[config.mk]
export PLATFORM = sky130hd
export DESIGN_NAME = infix_to_postfix_converter
export DESIGN_NICKNAME = d
export VERILOG_FILES = /design/src/sv/itp_pkg.sv /design/src/sv/itp_ram.sv /design/src/sv/itp_emit.sv /design/src/sv/infix_to_postfix_converter.sv
export SDC_FILE = /design/constraint.sdc
export NUM_CORES = 1
export LEC_CHECK = 0
export ABC_AREA = 1
export BUFFER_PORTS_ARGS = -buffer_cell sky130_fd_sc_hd__buf_4
export CORE_MARGIN = 2
export CORE_UTILIZATION = 50
export DETAILED_ROUTE_END_ITERATION = 16
export GPL_TIMING_DRIVEN = 0
export PLACE_DENSITY = 0.75
export SYNTH_ARGS = -nofsm -noshare
export SYNTH_HDL_FRONTEND = slang
export SYNTH_SLANG_ARGS = --single-unit
[constraint.sdc]
create_clock -name aclk -period 5.19 [get_ports aclk]
set_clock_uncertainty 0.2 [all_clocks]
set_input_delay 1.038 -clock aclk [delete_from_list [all_inputs] [get_ports aclk]]
set_output_delay 1.038 -clock aclk [all_outputs]
set_load 0.1 [all_outputs]
[src/sv/itp_pkg.sv]
`timescale 1ns / 1ps

package itp_pkg;

    localparam int CHAR_W = 8;
    localparam int ERR_W  = 2;
    localparam int RANK_W = 4;

    // Error codes carried with a result
    localparam logic [ERR_W-1:0] ERR_NONE      = 2'd0;
    localparam logic [ERR_W-1:0] ERR_OVERFLOW  = 2'd1;
    localparam logic [ERR_W-1:0] ERR_UNMATCHED = 2'd2;

    // Characters with a meaning of their own
    localparam logic [CHAR_W-1:0] CH_PLUS  = 8'h2B;
    localparam logic [CHAR_W-1:0] CH_MINUS = 8'h2D;
    localparam logic [CHAR_W-1:0] CH_MUL   = 8'h2A;
    localparam logic [CHAR_W-1:0] CH_DIV   = 8'h2F;
    localparam logic [CHAR_W-1:0] CH_POW   = 8'h5E;
    localparam logic [CHAR_W-1:0] CH_OPEN  = 8'h28;
    localparam logic [CHAR_W-1:0] CH_CLOSE = 8'h29;
    localparam logic [CHAR_W-1:0] CH_NUL   = 8'h00;

    // Request from the sequencer to the result stage
    typedef struct packed {
        logic              put;
        logic [CHAR_W-1:0] ch;
        logic [ERR_W-1:0]  err;
        logic              close;
        logic              done;
    } emit_req_t;

    // Room status from the result stage
    typedef struct packed {
        logic put_ok;
        logic close_ok;
    } emit_stat_t;

    // Operator priority
    function automatic logic signed [RANK_W-1:0] rank(input logic [CHAR_W-1:0] c);
        logic signed [RANK_W-1:0] r;
        case (c)
            CH_PLUS:  r = 4'sd1;
            CH_MINUS: r = 4'sd2;
            CH_MUL:   r = 4'sd3;
            CH_DIV:   r = 4'sd4;
            CH_POW:   r = 4'sd5;
            CH_OPEN:  r = -4'sd1;
            CH_CLOSE: r = -4'sd1;
            default:  r = 4'sd0;
        endcase
        return r;
    endfunction

    function automatic logic is_letter(input logic [CHAR_W-1:0] c);
        return ((c >= 8'h41) && (c <= 8'h5A)) || ((c >= 8'h61) && (c <= 8'h7A));
    endfunction

endpackage

[src/sv/itp_ram.sv]
`timescale 1ns / 1ps

module itp_ram #(
    parameter int WIDTH = 8,
    parameter int DEPTH = 32
) (
    input  logic                                   aclk,
    input  logic                                   we,
    input  logic [((DEPTH > 1) ? $clog2(DEPTH) : 1)-1:0] waddr,
    input  logic [WIDTH-1:0]                       wdata,
    input  logic                                   re,
    input  logic [((DEPTH > 1) ? $clog2(DEPTH) : 1)-1:0] raddr,
    output logic [WIDTH-1:0]                       rdata
);

    logic [WIDTH-1:0] mem_reg [DEPTH];
    logic [WIDTH-1:0] rdata_reg;

    // One write port, one registered read port
    always_ff @(posedge aclk) begin
        if (we) begin
            mem_reg[waddr] <= wdata;
        end
        if (re) begin
            rdata_reg <= mem_reg[raddr];
        end
    end

    assign rdata = rdata_reg;

endmodule

[src/sv/itp_emit.sv]
`timescale 1ns / 1ps

module itp_emit (
    input  logic                         aclk,
    input  logic                         aresetn,
    input  itp_pkg::emit_req_t           req,
    output itp_pkg::emit_stat_t          stat,
    input  logic                         m_ready,
    output logic                         m_valid,
    output logic [itp_pkg::CHAR_W-1:0]   m_char_out,
    output logic                         m_run_last,
    output logic                         m_expr_done,
    output logic [itp_pkg::ERR_W-1:0]    m_error
);

    // One result is staged until we know whether it is the item's last
    logic                        hold_valid_reg;
    logic [itp_pkg::CHAR_W-1:0]  hold_ch_reg;
    logic [itp_pkg::ERR_W-1:0]   hold_err_reg;

    logic                        m_valid_reg;
    logic [itp_pkg::CHAR_W-1:0]  out_ch_reg;
    logic                        out_last_reg;
    logic                        out_done_reg;
    logic [itp_pkg::ERR_W-1:0]   out_err_reg;

    logic out_free;
    logic load_out;
    logic take_put;
    logic take_close;

    assign out_free      = !m_valid_reg || m_ready;
    assign stat.put_ok   = !hold_valid_reg || out_free;
    assign stat.close_ok = !hold_valid_reg || out_free;
    assign take_put      = req.put && stat.put_ok;
    assign take_close    = req.close && stat.close_ok;
    assign load_out      = hold_valid_reg && out_free && (req.put || req.close);

    // Control
    always_ff @(posedge aclk) begin
        if (!aresetn) begin
            hold_valid_reg <= 1'b0;
            m_valid_reg    <= 1'b0;
        end else begin
            if (load_out) begin
                m_valid_reg <= 1'b1;
            end else if (m_ready) begin
                m_valid_reg <= 1'b0;
            end
            if (take_put) begin
                hold_valid_reg <= 1'b1;
            end else if (take_close) begin
                hold_valid_reg <= 1'b0;
            end
        end
    end

    // Payload
    always_ff @(posedge aclk) begin
        if (load_out) begin
            out_ch_reg   <= hold_ch_reg;
            out_err_reg  <= hold_err_reg;
            out_last_reg <= req.close;
            out_done_reg <= req.close && req.done;
        end
        if (take_put) begin
            hold_ch_reg  <= req.ch;
            hold_err_reg <= req.err;
        end
    end

    assign m_valid     = m_valid_reg;
    assign m_char_out  = out_ch_reg;
    assign m_run_last  = out_last_reg;
    assign m_expr_done = out_done_reg;
    assign m_error     = out_err_reg;

endmodule

[src/sv/infix_to_postfix_converter.sv]
`timescale 1ns / 1ps

// Channel  | Direction | Ports                                        | Transfer
// input    | in        | s_valid s_ready s_char_in s_expr_end         | s_valid & s_ready
// result   | out       | m_valid m_ready m_char_out m_run_last        | m_valid & m_ready
//          |           | m_expr_done m_error                          |
//
// A letter or a push goes on to S_FLUSH; each character popped also passes S_RELOAD (pop,
// then the registered stack RAM read that refills the cached top), as does the discarded '('.
// An operator that has to pop first also passes S_POPOP's closing rank check and S_PUSH;
// an unmatched ')' gives its error result from S_CLOSE before S_FLUSH.
// Reset clears only the control state and the count; the stack RAM is not cleared.
// One result is staged and one sits in the output register; pops stall while both wait.

module infix_to_postfix_converter #(
    parameter int STACK_DEPTH = 32
) (
    input  logic                         aclk,
    input  logic                         aresetn,
    input  logic                         s_valid,
    output logic                         s_ready,
    input  logic [itp_pkg::CHAR_W-1:0]   s_char_in,
    input  logic                         s_expr_end,
    output logic                         m_valid,
    input  logic                         m_ready,
    output logic [itp_pkg::CHAR_W-1:0]   m_char_out,
    output logic                         m_run_last,
    output logic                         m_expr_done,
    output logic [itp_pkg::ERR_W-1:0]    m_error
);

    localparam int AW = (STACK_DEPTH > 1) ? $clog2(STACK_DEPTH) : 1;
    localparam int CW = $clog2(STACK_DEPTH + 1);

    typedef enum logic [2:0] {
        S_IDLE,
        S_CLOSE,
        S_POPOP,
        S_PUSH,
        S_FLUSH,
        S_RELOAD
    } state_t;

    state_t                       state_reg, state_next;
    state_t                       ret_reg, ret_next;
    logic [CW-1:0]                count_reg, count_next;
    logic [itp_pkg::CHAR_W-1:0]   top_reg, top_next;
    logic [itp_pkg::CHAR_W-1:0]   c_reg, c_next;
    logic                         last_reg, last_next;

    itp_pkg::emit_req_t           req;
    itp_pkg::emit_stat_t          stat;

    logic                         push_en;
    logic                         pop_en;
    logic [itp_pkg::CHAR_W-1:0]   push_ch;
    logic [itp_pkg::CHAR_W-1:0]   rd_data;
    logic                         full;
    logic                         empty;

    assign full    = (count_reg >= CW'(STACK_DEPTH));
    assign empty   = (count_reg == '0);
    assign s_ready = (state_reg == S_IDLE);

    // Sequencer
    always_comb begin
        state_next = state_reg;
        ret_next   = ret_reg;
        c_next     = c_reg;
        last_next  = last_reg;
        req        = '0;
        push_en    = 1'b0;
        pop_en     = 1'b0;
        push_ch    = c_reg;

        case (state_reg)
            S_IDLE: begin
                if (s_valid) begin
                    c_next    = s_char_in;
                    last_next = s_expr_end;
                    if (itp_pkg::is_letter(s_char_in)) begin
                        req.put    = 1'b1;
                        req.ch     = s_char_in;
                        req.err    = itp_pkg::ERR_NONE;
                        state_next = S_FLUSH;
                    end else if (s_char_in == itp_pkg::CH_CLOSE) begin
                        state_next = S_CLOSE;
                    end else if ((s_char_in == itp_pkg::CH_OPEN) || empty ||
                                 (itp_pkg::rank(s_char_in) >= itp_pkg::rank(top_reg))) begin
                        // staging is empty here, so a flag always fits
                        push_ch = s_char_in;
                        if (full) begin
                            req.put = 1'b1;
                            req.ch  = itp_pkg::CH_NUL;
                            req.err = itp_pkg::ERR_OVERFLOW;
                        end else begin
                            push_en = 1'b1;
                        end
                        state_next = S_FLUSH;
                    end else begin
                        state_next = S_POPOP;
                    end
                end
            end

            S_CLOSE: begin
                if (!empty && (top_reg != itp_pkg::CH_OPEN)) begin
                    if (stat.put_ok) begin
                        req.put    = 1'b1;
                        req.ch     = top_reg;
                        req.err    = itp_pkg::ERR_NONE;
                        pop_en     = 1'b1;
                        ret_next   = S_CLOSE;
                        state_next = S_RELOAD;
                    end
                end else if (!empty) begin
                    // matching bracket is dropped
                    pop_en     = 1'b1;
                    ret_next   = S_FLUSH;
                    state_next = S_RELOAD;
                end else if (stat.put_ok) begin
                    req.put    = 1'b1;
                    req.ch     = itp_pkg::CH_NUL;
                    req.err    = itp_pkg::ERR_UNMATCHED;
                    state_next = S_FLUSH;
                end
            end

            S_POPOP: begin
                if (!empty && (itp_pkg::rank(top_reg) >= itp_pkg::rank(c_reg))) begin
                    if (stat.put_ok) begin
                        req.put    = 1'b1;
                        req.ch     = top_reg;
                        req.err    = itp_pkg::ERR_NONE;
                        pop_en     = 1'b1;
                        ret_next   = S_POPOP;
                        state_next = S_RELOAD;
                    end
                end else begin
                    state_next = S_PUSH;
                end
            end

            S_PUSH: begin
                if (full) begin
                    if (stat.put_ok) begin
                        req.put    = 1'b1;
                        req.ch     = itp_pkg::CH_NUL;
                        req.err    = itp_pkg::ERR_OVERFLOW;
                        state_next = S_FLUSH;
                    end
                end else begin
                    push_en    = 1'b1;
                    state_next = S_FLUSH;
                end
            end

            S_FLUSH: begin
                if (last_reg && !empty) begin
                    if (stat.put_ok) begin
                        req.put    = 1'b1;
                        req.ch     = top_reg;
                        req.err    = itp_pkg::ERR_NONE;
                        pop_en     = 1'b1;
                        ret_next   = S_FLUSH;
                        state_next = S_RELOAD;
                    end
                end else begin
                    // release the staged result as the item's last
                    req.close = 1'b1;
                    req.done  = last_reg;
                    if (stat.close_ok) begin
                        state_next = S_IDLE;
                    end
                end
            end

            S_RELOAD: begin
                state_next = ret_reg;
            end

            default: begin
                state_next = S_IDLE;
            end
        endcase
    end

    // Stack pointer and cached top
    always_comb begin
        count_next = count_reg;
        top_next   = top_reg;
        if (push_en) begin
            count_next = count_reg + CW'(1);
            top_next   = push_ch;
        end else if (pop_en) begin
            count_next = count_reg - CW'(1);
        end else if (state_reg == S_RELOAD) begin
            top_next = rd_data;
        end
    end

    always_ff @(posedge aclk) begin
        if (!aresetn) begin
            state_reg <= S_IDLE;
            ret_reg   <= S_IDLE;
            count_reg <= '0;
        end else begin
            state_reg <= state_next;
            ret_reg   <= ret_next;
            count_reg <= count_next;
        end
        top_reg  <= top_next;
        c_reg    <= c_next;
        last_reg <= last_next;
    end

    // Stack store; a pop reads the entry under the old top, which becomes the new top
    itp_ram #(
        .WIDTH (itp_pkg::CHAR_W),
        .DEPTH (STACK_DEPTH)
    ) u_stack (
        .aclk  (aclk),
        .we    (push_en),
        .waddr (count_reg[AW-1:0]),
        .wdata (push_ch),
        .re    (pop_en),
        .raddr (AW'(count_reg - CW'(2))),
        .rdata (rd_data)
    );

    itp_emit u_emit (
        .aclk        (aclk),
        .aresetn     (aresetn),
        .req         (req),
        .stat        (stat),
        .m_ready     (m_ready),
        .m_valid     (m_valid),
        .m_char_out  (m_char_out),
        .m_run_last  (m_run_last),
        .m_expr_done (m_expr_done),
        .m_error     (m_error)
    );

endmodule

# Word-level counts from Yosys, hierarchy flattened
# Memory sizes are Yosys's and may differ from the RTL's. A register that Yosys moved wholly into a read port is not among the register bits.
# Index checks and enable logic that the tools add are counted.
[word_totals]
register_bits = 53
ramBits = 256
input_bits = 13
output_inout_bits = 14
wordCells = 171
mem_count = 1
[memory_table]
columns = ["name", "words", "width", "rd", "rd_ports_with_merged_regs", "wr", "line_no", "rtl"]
rows = [
  ["u_stack.mem_reg", 32, 8, 1, 1, 1, "itp_ram.sv:16", "logic [WIDTH-1:0] mem_reg [DEPTH];"],
]
[classes]
add_sub_neg = 3
n_lt_le_gt_ge = 7
n_eq_ne = 36
mux = 78
reduce_logical = 32
[ops]
columns = ["operator", "count"]
rows = [
  ["8-bit by 6-bit == test with 1-bit output (second input constant)", 18],
  ["11-bit two-way mux", 13],
  ["4-bit case mux with 6 select lines", 3],
  ["8-bit two-way mux", 8],
  ["3-bit two-way mux", 19],
  ["11-bit case mux with 5 select lines", 1],
  ["4-bit two-way mux", 10],
  ["8-bit by 7-bit == test with 1-bit output (second input constant)", 3],
  ["3-bit case mux with 6 select lines", 1],
  ["8-bit by 7-bit greater-or-equal comparator with 1-bit output (second input constant)", 2],
  ["8-bit by 7-bit less-or-equal comparator with 1-bit output (second input constant)", 2],
  ["1-bit two-way mux", 16],
  ["6-bit two-way mux", 2],
  ["1-bit logical AND", 10],
  ["3-bit case mux with 3 select lines", 1],
  ["4-bit greater-or-equal comparator", 2],
  ["2-bit inequality test (second input constant)", 4],
  ["8-bit by 6-bit inequality test with 1-bit output (second input constant)", 1],
  ["2-bit nonzero test", 4],
  ["7-bit AND reduction", 1],
  ["6-bit by 1-bit adder with 6-bit output (second input constant)", 1],
  ["3-bit by 2-bit == test with 1-bit output (second input constant)", 2],
  ["3-bit == test (second input constant)", 2],
  ["6-bit greater-or-equal comparator (second input constant)", 1],
  ["other kinds (16)", 29],
]

# Depth between registers and ports, before layout
[depth]
word_depth = 17
ltp_mapped = 31
mapped_depth_nobuf = 30

# Modules after synthesis
# From an unflattened synthesis, not the netlist that was laid out.
[hier_totals]
hier_cells = 1318
area_unflattened_um2 = 14114.8
[modules_own_cells]
columns = ["mod", "instances", "cells_per_inst", "area_each_um2", "seq_area_each_um2"]
rows = [
  ["itp_ram", 1, 922, 10866.7, 7927.6],
  ["infix_to_postfix_converter", 1, 351, 2457.4, 750.7],
  ["itp_emit", 1, 45, 790.8, 700.7],
]

# Least setup slack after synthesis
# OpenSTA, ideal clock, no wires.
[synth_path]
kind = "input port to flip-flop"
start = "in s_char_in[6] in the netlist's numbering"
end = "mem u_stack.mem_reg[0][7] (data pin)"
setup_ns = 0.464
arrival_time_ns = 3.793
required_time_ns = 4.526
slack_ns = 0.733
cell_stages = 15
path_buffers = 0
path_cell_list = "inv_1 > nand2_1 > nor2_4 > nand3_1 > o21ai_0 > a31o_2 > ha_1 > nand2_1 > nor2_2 > nand2_1 > nand2_1 > nand2_1 > nand2_2 > nand2_4 > o21ai_0"
[synth_via]
elab_chain_cells = 13
word_cells_on_any_way = 27
cone_classes = "5 x order compare; 7 x eq/ne; 10 x mux; 5 x reduce/logical"
[synth_lines]
columns = ["item", "line_no", "rtl"]
rows = [
  ["start, declared", "infix_to_postfix_converter.sv:22", "input logic [itp_pkg::CHAR_W-1:0] s_char_in,"],
  ["8-bit by 6-bit == test with 1-bit output, or another cell as far along", "itp_pkg.sv:42, infix_to_postfix_converter.sv:88", ""],
  ["4-bit case mux with 6 select lines", "itp_pkg.sv:42", "case (c)"],
  ["4-bit two-way mux", "infix_to_postfix_converter.sv:86", "end else if (s_char_in == itp_pkg::CH_CLOSE) begin"],
  ["4-bit two-way mux", "infix_to_postfix_converter.sv:81", "if (itp_pkg::is_letter(s_char_in)) begin"],
  ["4-bit two-way mux", "infix_to_postfix_converter.sv:78", "if (s_valid) begin"],
  ["4-bit two-way mux", "infix_to_postfix_converter.sv:76", "case (state_reg)"],
  ["4-bit greater-or-equal comparator", "infix_to_postfix_converter.sv:89", "(itp_pkg::rank(s_char_in) >= itp_pkg::rank(top_reg))) begin"],
  ["1-bit logical OR", "infix_to_postfix_converter.sv:88", "end else if ((s_char_in == itp_pkg::CH_OPEN) || empty ||"],
  ["8-bit two-way mux", "infix_to_postfix_converter.sv:88", ""],
  ["8-bit two-way mux", "infix_to_postfix_converter.sv:86", ""],
  ["8-bit two-way mux (*)", "infix_to_postfix_converter.sv:81", ""],
  ["8-bit two-way mux (*)", "infix_to_postfix_converter.sv:78", ""],
  ["8-bit two-way mux (*)", "infix_to_postfix_converter.sv:76", ""],
  ["net push_ch (one bit)", "infix_to_postfix_converter.sv:56", "logic [itp_pkg::CHAR_W-1:0] push_ch;"],
  ["end, declared", "itp_ram.sv:16", ""],
]
# The timed path passes the listed nets; every way through them passes the cells marked *. The select of a mux whose other input is x is not followed.

# Worst setup path in the final report
[layout_path]
start = "reg top_reg[6] in the netlist's numbering"
end = "reg count_reg[5]"
[layout_via]
elab_chain_cells = 15
word_cells_on_any_way = 30
cone_classes = "2 x order compare; 8 x eq/ne; 15 x mux; 5 x reduce/logical"
[layout_lines]
columns = ["item", "line_no", "rtl"]
rows = [
  ["start, declared", "infix_to_postfix_converter.sv:47", "logic [itp_pkg::CHAR_W-1:0] top_reg, top_next;"],
  ["start signal, assigned", "infix_to_postfix_converter.sv:212", "top_reg <= top_next;"],
  ["8-bit by 6-bit == test with 1-bit output", "itp_pkg.sv:42", ""],
  ["2-bit OR reduction (no line)", "n/a", ""],
  ["4-bit case mux with 6 select lines", "itp_pkg.sv:42", ""],
  ["4-bit two-way mux", "infix_to_postfix_converter.sv:86", ""],
  ["4-bit two-way mux", "infix_to_postfix_converter.sv:81", ""],
  ["4-bit two-way mux", "infix_to_postfix_converter.sv:78", ""],
  ["4-bit two-way mux", "infix_to_postfix_converter.sv:76", ""],
  ["4-bit greater-or-equal comparator", "infix_to_postfix_converter.sv:89", ""],
  ["1-bit logical OR", "infix_to_postfix_converter.sv:88", ""],
  ["1-bit two-way mux", "infix_to_postfix_converter.sv:88", ""],
  ["1-bit two-way mux", "infix_to_postfix_converter.sv:86", ""],
  ["1-bit two-way mux", "infix_to_postfix_converter.sv:81", ""],
  ["1-bit two-way mux", "infix_to_postfix_converter.sv:78", ""],
  ["1-bit case mux with 2 select lines", "infix_to_postfix_converter.sv:76", ""],
  ["6-bit two-way mux / 2-bit nonzero test (equally long branches)", "n/a", ""],
  ["end signal, assigned", "infix_to_postfix_converter.sv:210", "count_reg <= count_next;"],
  ["end, declared", "infix_to_postfix_converter.sv:46", "logic [CW-1:0] count_reg, count_next;"],
]
# Several ways; a longest one is shown, not always the timed one. The select of a mux whose other input is x is not followed.
# A chain may end at the register's enable or synchronous reset.

==> results.py <==
metrics = {
    "grt": {
        "track_usage": 0.238,
        "grt_max_degree": 34,
        "grt_pass1_wl_microns": 49800,
        "antenna_found_initial": 0,
        "grt_pass1_vias": 8567,
        "grt_overflow": 0,
    },
    "place": {
        "port_buffers": 26,
        "dp_slack_ns": 0.210,
        "dpl.cell_count": 1378,
        "dpl-instance-area_sq_mm": 0.0139,
        "post-dp-hpwl_microns": 22000,
        "globalplace.congestion": 0.941,
    },
    "yosys": {
        "yosys_register_bits": 317,
        "syn_inst": 1012,
        "synth_edf_count": 303,
        "async_flop_share": 0,
        "yosys.cell_types.count": 45,
        "yosysSeqAreaShare": 0.717,
        "syn_nets": 1037,
        "ys_warn_count": 0,
        "synth_flop_cell": "edfxtp_1",
        "syn-mean-instance-area_sq_um": 12.9,
        "syn_area_sq_mm": 0.0131,
    },
    "worst_hold_path": {
        "hold_end": "u_emit.m_char_out[6]",
        "hp-start": "u_emit.hold_ch_reg[6]",
        "hold_path_class": "flop to flop",
        "min_path_cells": 0,
    },
    "cells_and_area": {
        "area_growth_pct": 14.9,
        "finalNonFillerCells": 1437,
        "finalInstanceArea_sq_mm": 0.0150,
        "largest_reg_flops": 256,
        "drive_gt1_frac": 0.116,
        "final_core_utilization": 0.582,
        "finalNetCount": 1104,
        "antenna_cells": 0,
    },
    "clock_network": {
        "post_cts_buffers": 0,
        "numCtsBuffers": 34,
        "clock_tree.root_cell": "clkbuf_16",
        "cts.path.max_buffers": 3,
        "clk_pin_slew_ns": 0.06,
        "cts.htree.levels": 2,
        "clk_latency_ns": 0.52,
        "holdBufCountCts": 0,
        "cts_tree": "yes",
        "cts.repair.resized": 0,
        "clkSinkCount": 317,
    },
    "timing": {
        "drv_slew": 0,
        "clock.fmax_mhz": 221,
        "period_minus_slack_ns": 4.53,
        "hold_ws_ns": 0.216,
        "tightest_slew_ns": 1.06,
        "report.final.hold_viol_count": 0,
        "final-setup-viol-count": 0,
        "finalCritPeriodShare": 0.873,
        "maxSlewHeadroom": 0.291,
        "rsz0062_at_grt": "no",
        "post-route-worst-setup-slack_ns": 0.661,
    },
    "power_and_ir_drop": {
        "leakagePower_uw": 0.00524,
        "combPwrFrac": 0.268,
        "ir_drop_uv": 362,
        "clkPwrFrac": 0.326,
        "p_sw_uw": 2540,
        "seqPwrFrac": 0.407,
        "p_sw_frac": 0.332,
        "cell_internal_pwr_uw": 5100,
        "power.density_mw_per_mm2": 508,
    },
    "flow_run": {
        "max-cap-violations": 0,
    },
    "drt": {
        "first_pass_iters": 5,
        "vias_per_cell": 6.16,
        "wl_met1_microns": 12700,
        "vias": 8852,
        "routed-wl-met3_microns": 3130,
        "top_layer_used": "met4",
        "drcViolationCount": 0,
        "wire_per_inst_microns": 22.9,
        "ant_nets": 0,
        "drtIter0Drc": 1227,
        "wl_met2_microns": 15800,
        "drt-total-wl_microns": 32900,
    },
    "floorplan": {
        "num_rows": 59,
        "die_w_microns": 166,
        "start_util": 0.506,
        "core_sq_mm": 0.0258,
        "io_pins": 27,
        "die_h_microns": 166,
        "die_area_sq_mm": 0.0275,
    },
    "setup_path": {
        "arrival_ns": 4.77,
        "timing.rr.end": "count_reg[5]",
        "cp_slowest_cell": "edfxtp_1",
        "crit_path_start_kind": "flop",
        "crit_path_end_kind": "flop",
        "r2r_start": "top_reg[6]",
        "critPathMaxFanout": 14,
        "crit_family": "simple AND/OR/NAND/NOR gates",
        "slowest_delay_ns": 0.40,
        "r2r_cells": 31,
        "ff2ff_setup_slack_ns": 0.66,
        "cp.required_ns": 5.44,
        "worstSetupPathType": "flop to flop",
        "path_buf_inv": 5,
    },
    "status": {
        "outcome": "finished, final reports clean",
    },
}
==> layout make-up <==
| type | count | area (sq um) |
|---|---|---|
| clock buffers | 43 | 905 |
| plain buffers | 44 | 194 |
| clock inverters | 16 | 258 |
| repair buffers | 31 | 320 |
| multi-input cells | 573 | 3260 |
| inverters | 78 | 300 |
| well taps | 335 | 419 |
| flip-flops and latches | 317 | 9380 |
| fillers | 2022 | 10800 |
==> worst max path at each step <==
stage                     depth (start not counted)  slack [ns]                     end          from
after floorplan                                  15        0.73   u_stack.mem_reg[0][7]  s_char_in[6]
after global placement                           16       -1.61  u_stack.mem_reg[15][2]  s_char_in[7]
after detailed placement                         30        0.21            count_reg[5]  s_char_in[7]
after CTS                                        31        0.72            count_reg[5]    top_reg[6]
after global routing                             31        0.17            count_reg[5]    top_reg[4]
final                                            31        0.66            count_reg[5]    top_reg[6]
==> kinds of logic (layout without fill, tap and decap cells) <==
logic type,Yosys count,in the layout,synth area share
buf+inv,122,212,0.0378
simple gates,358,358,0.125
compound gates,199,199,0.105
xor+xnor,4,4,0.00268
fa+ha+maj,12,12,0.0121
flops,317,317,0.717
==> worst register-to-register path: cells and delay by family, from the launching register on <==
family | cells | cell delay (ns)
DFF | 1 | 0.40
buffers and inverters | 5 | 0.47
adders and majority gates | 2 | 0.63
AOI/OAI and AO/OA | 3 | 0.57
and+or+nand+nor | 21 | 2.20
==> cells in the final DEF, fill, tap and decap left out, drive strengths merged, types with 3 or more instances in the layout <==
cell	instances
edfxtp	303
nand2	157
a22oi	112
nand3	86
inv	79
nor2	77
clkbuf	72
buf	46
o21ai	26
a31oi	18
nand4	17
a21oi	16
dfxtp	14
nor3	14
ha	11
clkinv	8
o211ai	7
o22ai	5
bufinv	5
a221oi	4
nor4	3
a41oi	3
==> metrics by stage <==
step,total power (uW),setup TNS [ns]
2_1_floorplan,4370,0
3_3_place_gp,5070,-372.76
3_5_place_dp,5120,0
4_1_cts,7590,0
5_1_grt,7910,0
6_report,7640,0
==> routing by layer <==
metal,up-vias,track usage
li1,3930,-
met1,4323,0.324
met2,517,0.379
met3,82,0.0423
met4,0,0.104
met5,-,0
==> power by group through the flow <==
stage | Clock, uW | Combinational, uW | Sequential [uW]
finish | 2490 | 2040 | 3110
CTS | 2510 | 1980 | 3100
global placement | 0 | 1900 | 3170
detailed placement | 0 | 1960 | 3160
global route | 2620 | 2170 | 3120
floorplan | 0 | 1170 | 3200
==> synth_stat cells (9+ instances only) <==
cell,n,area share
nand4_1,13,0.0062
o21ai_0,26,0.010
clkbuf_1,29,0.0083
nor3_1,12,0.0046
a21oi_1,15,0.0057
edfxtp_1,303,0.70
a31oi_1,18,0.0086
inv_1,68,0.020
nor2_1,72,0.021
ha_1,11,0.011
a22oi_1,112,0.064
nand2_1,147,0.042
nand3_1,86,0.033
dfxtp_1,14,0.021
buf_1,9,0.0026
No activity file was read; power rests on OpenSTA's default activity.
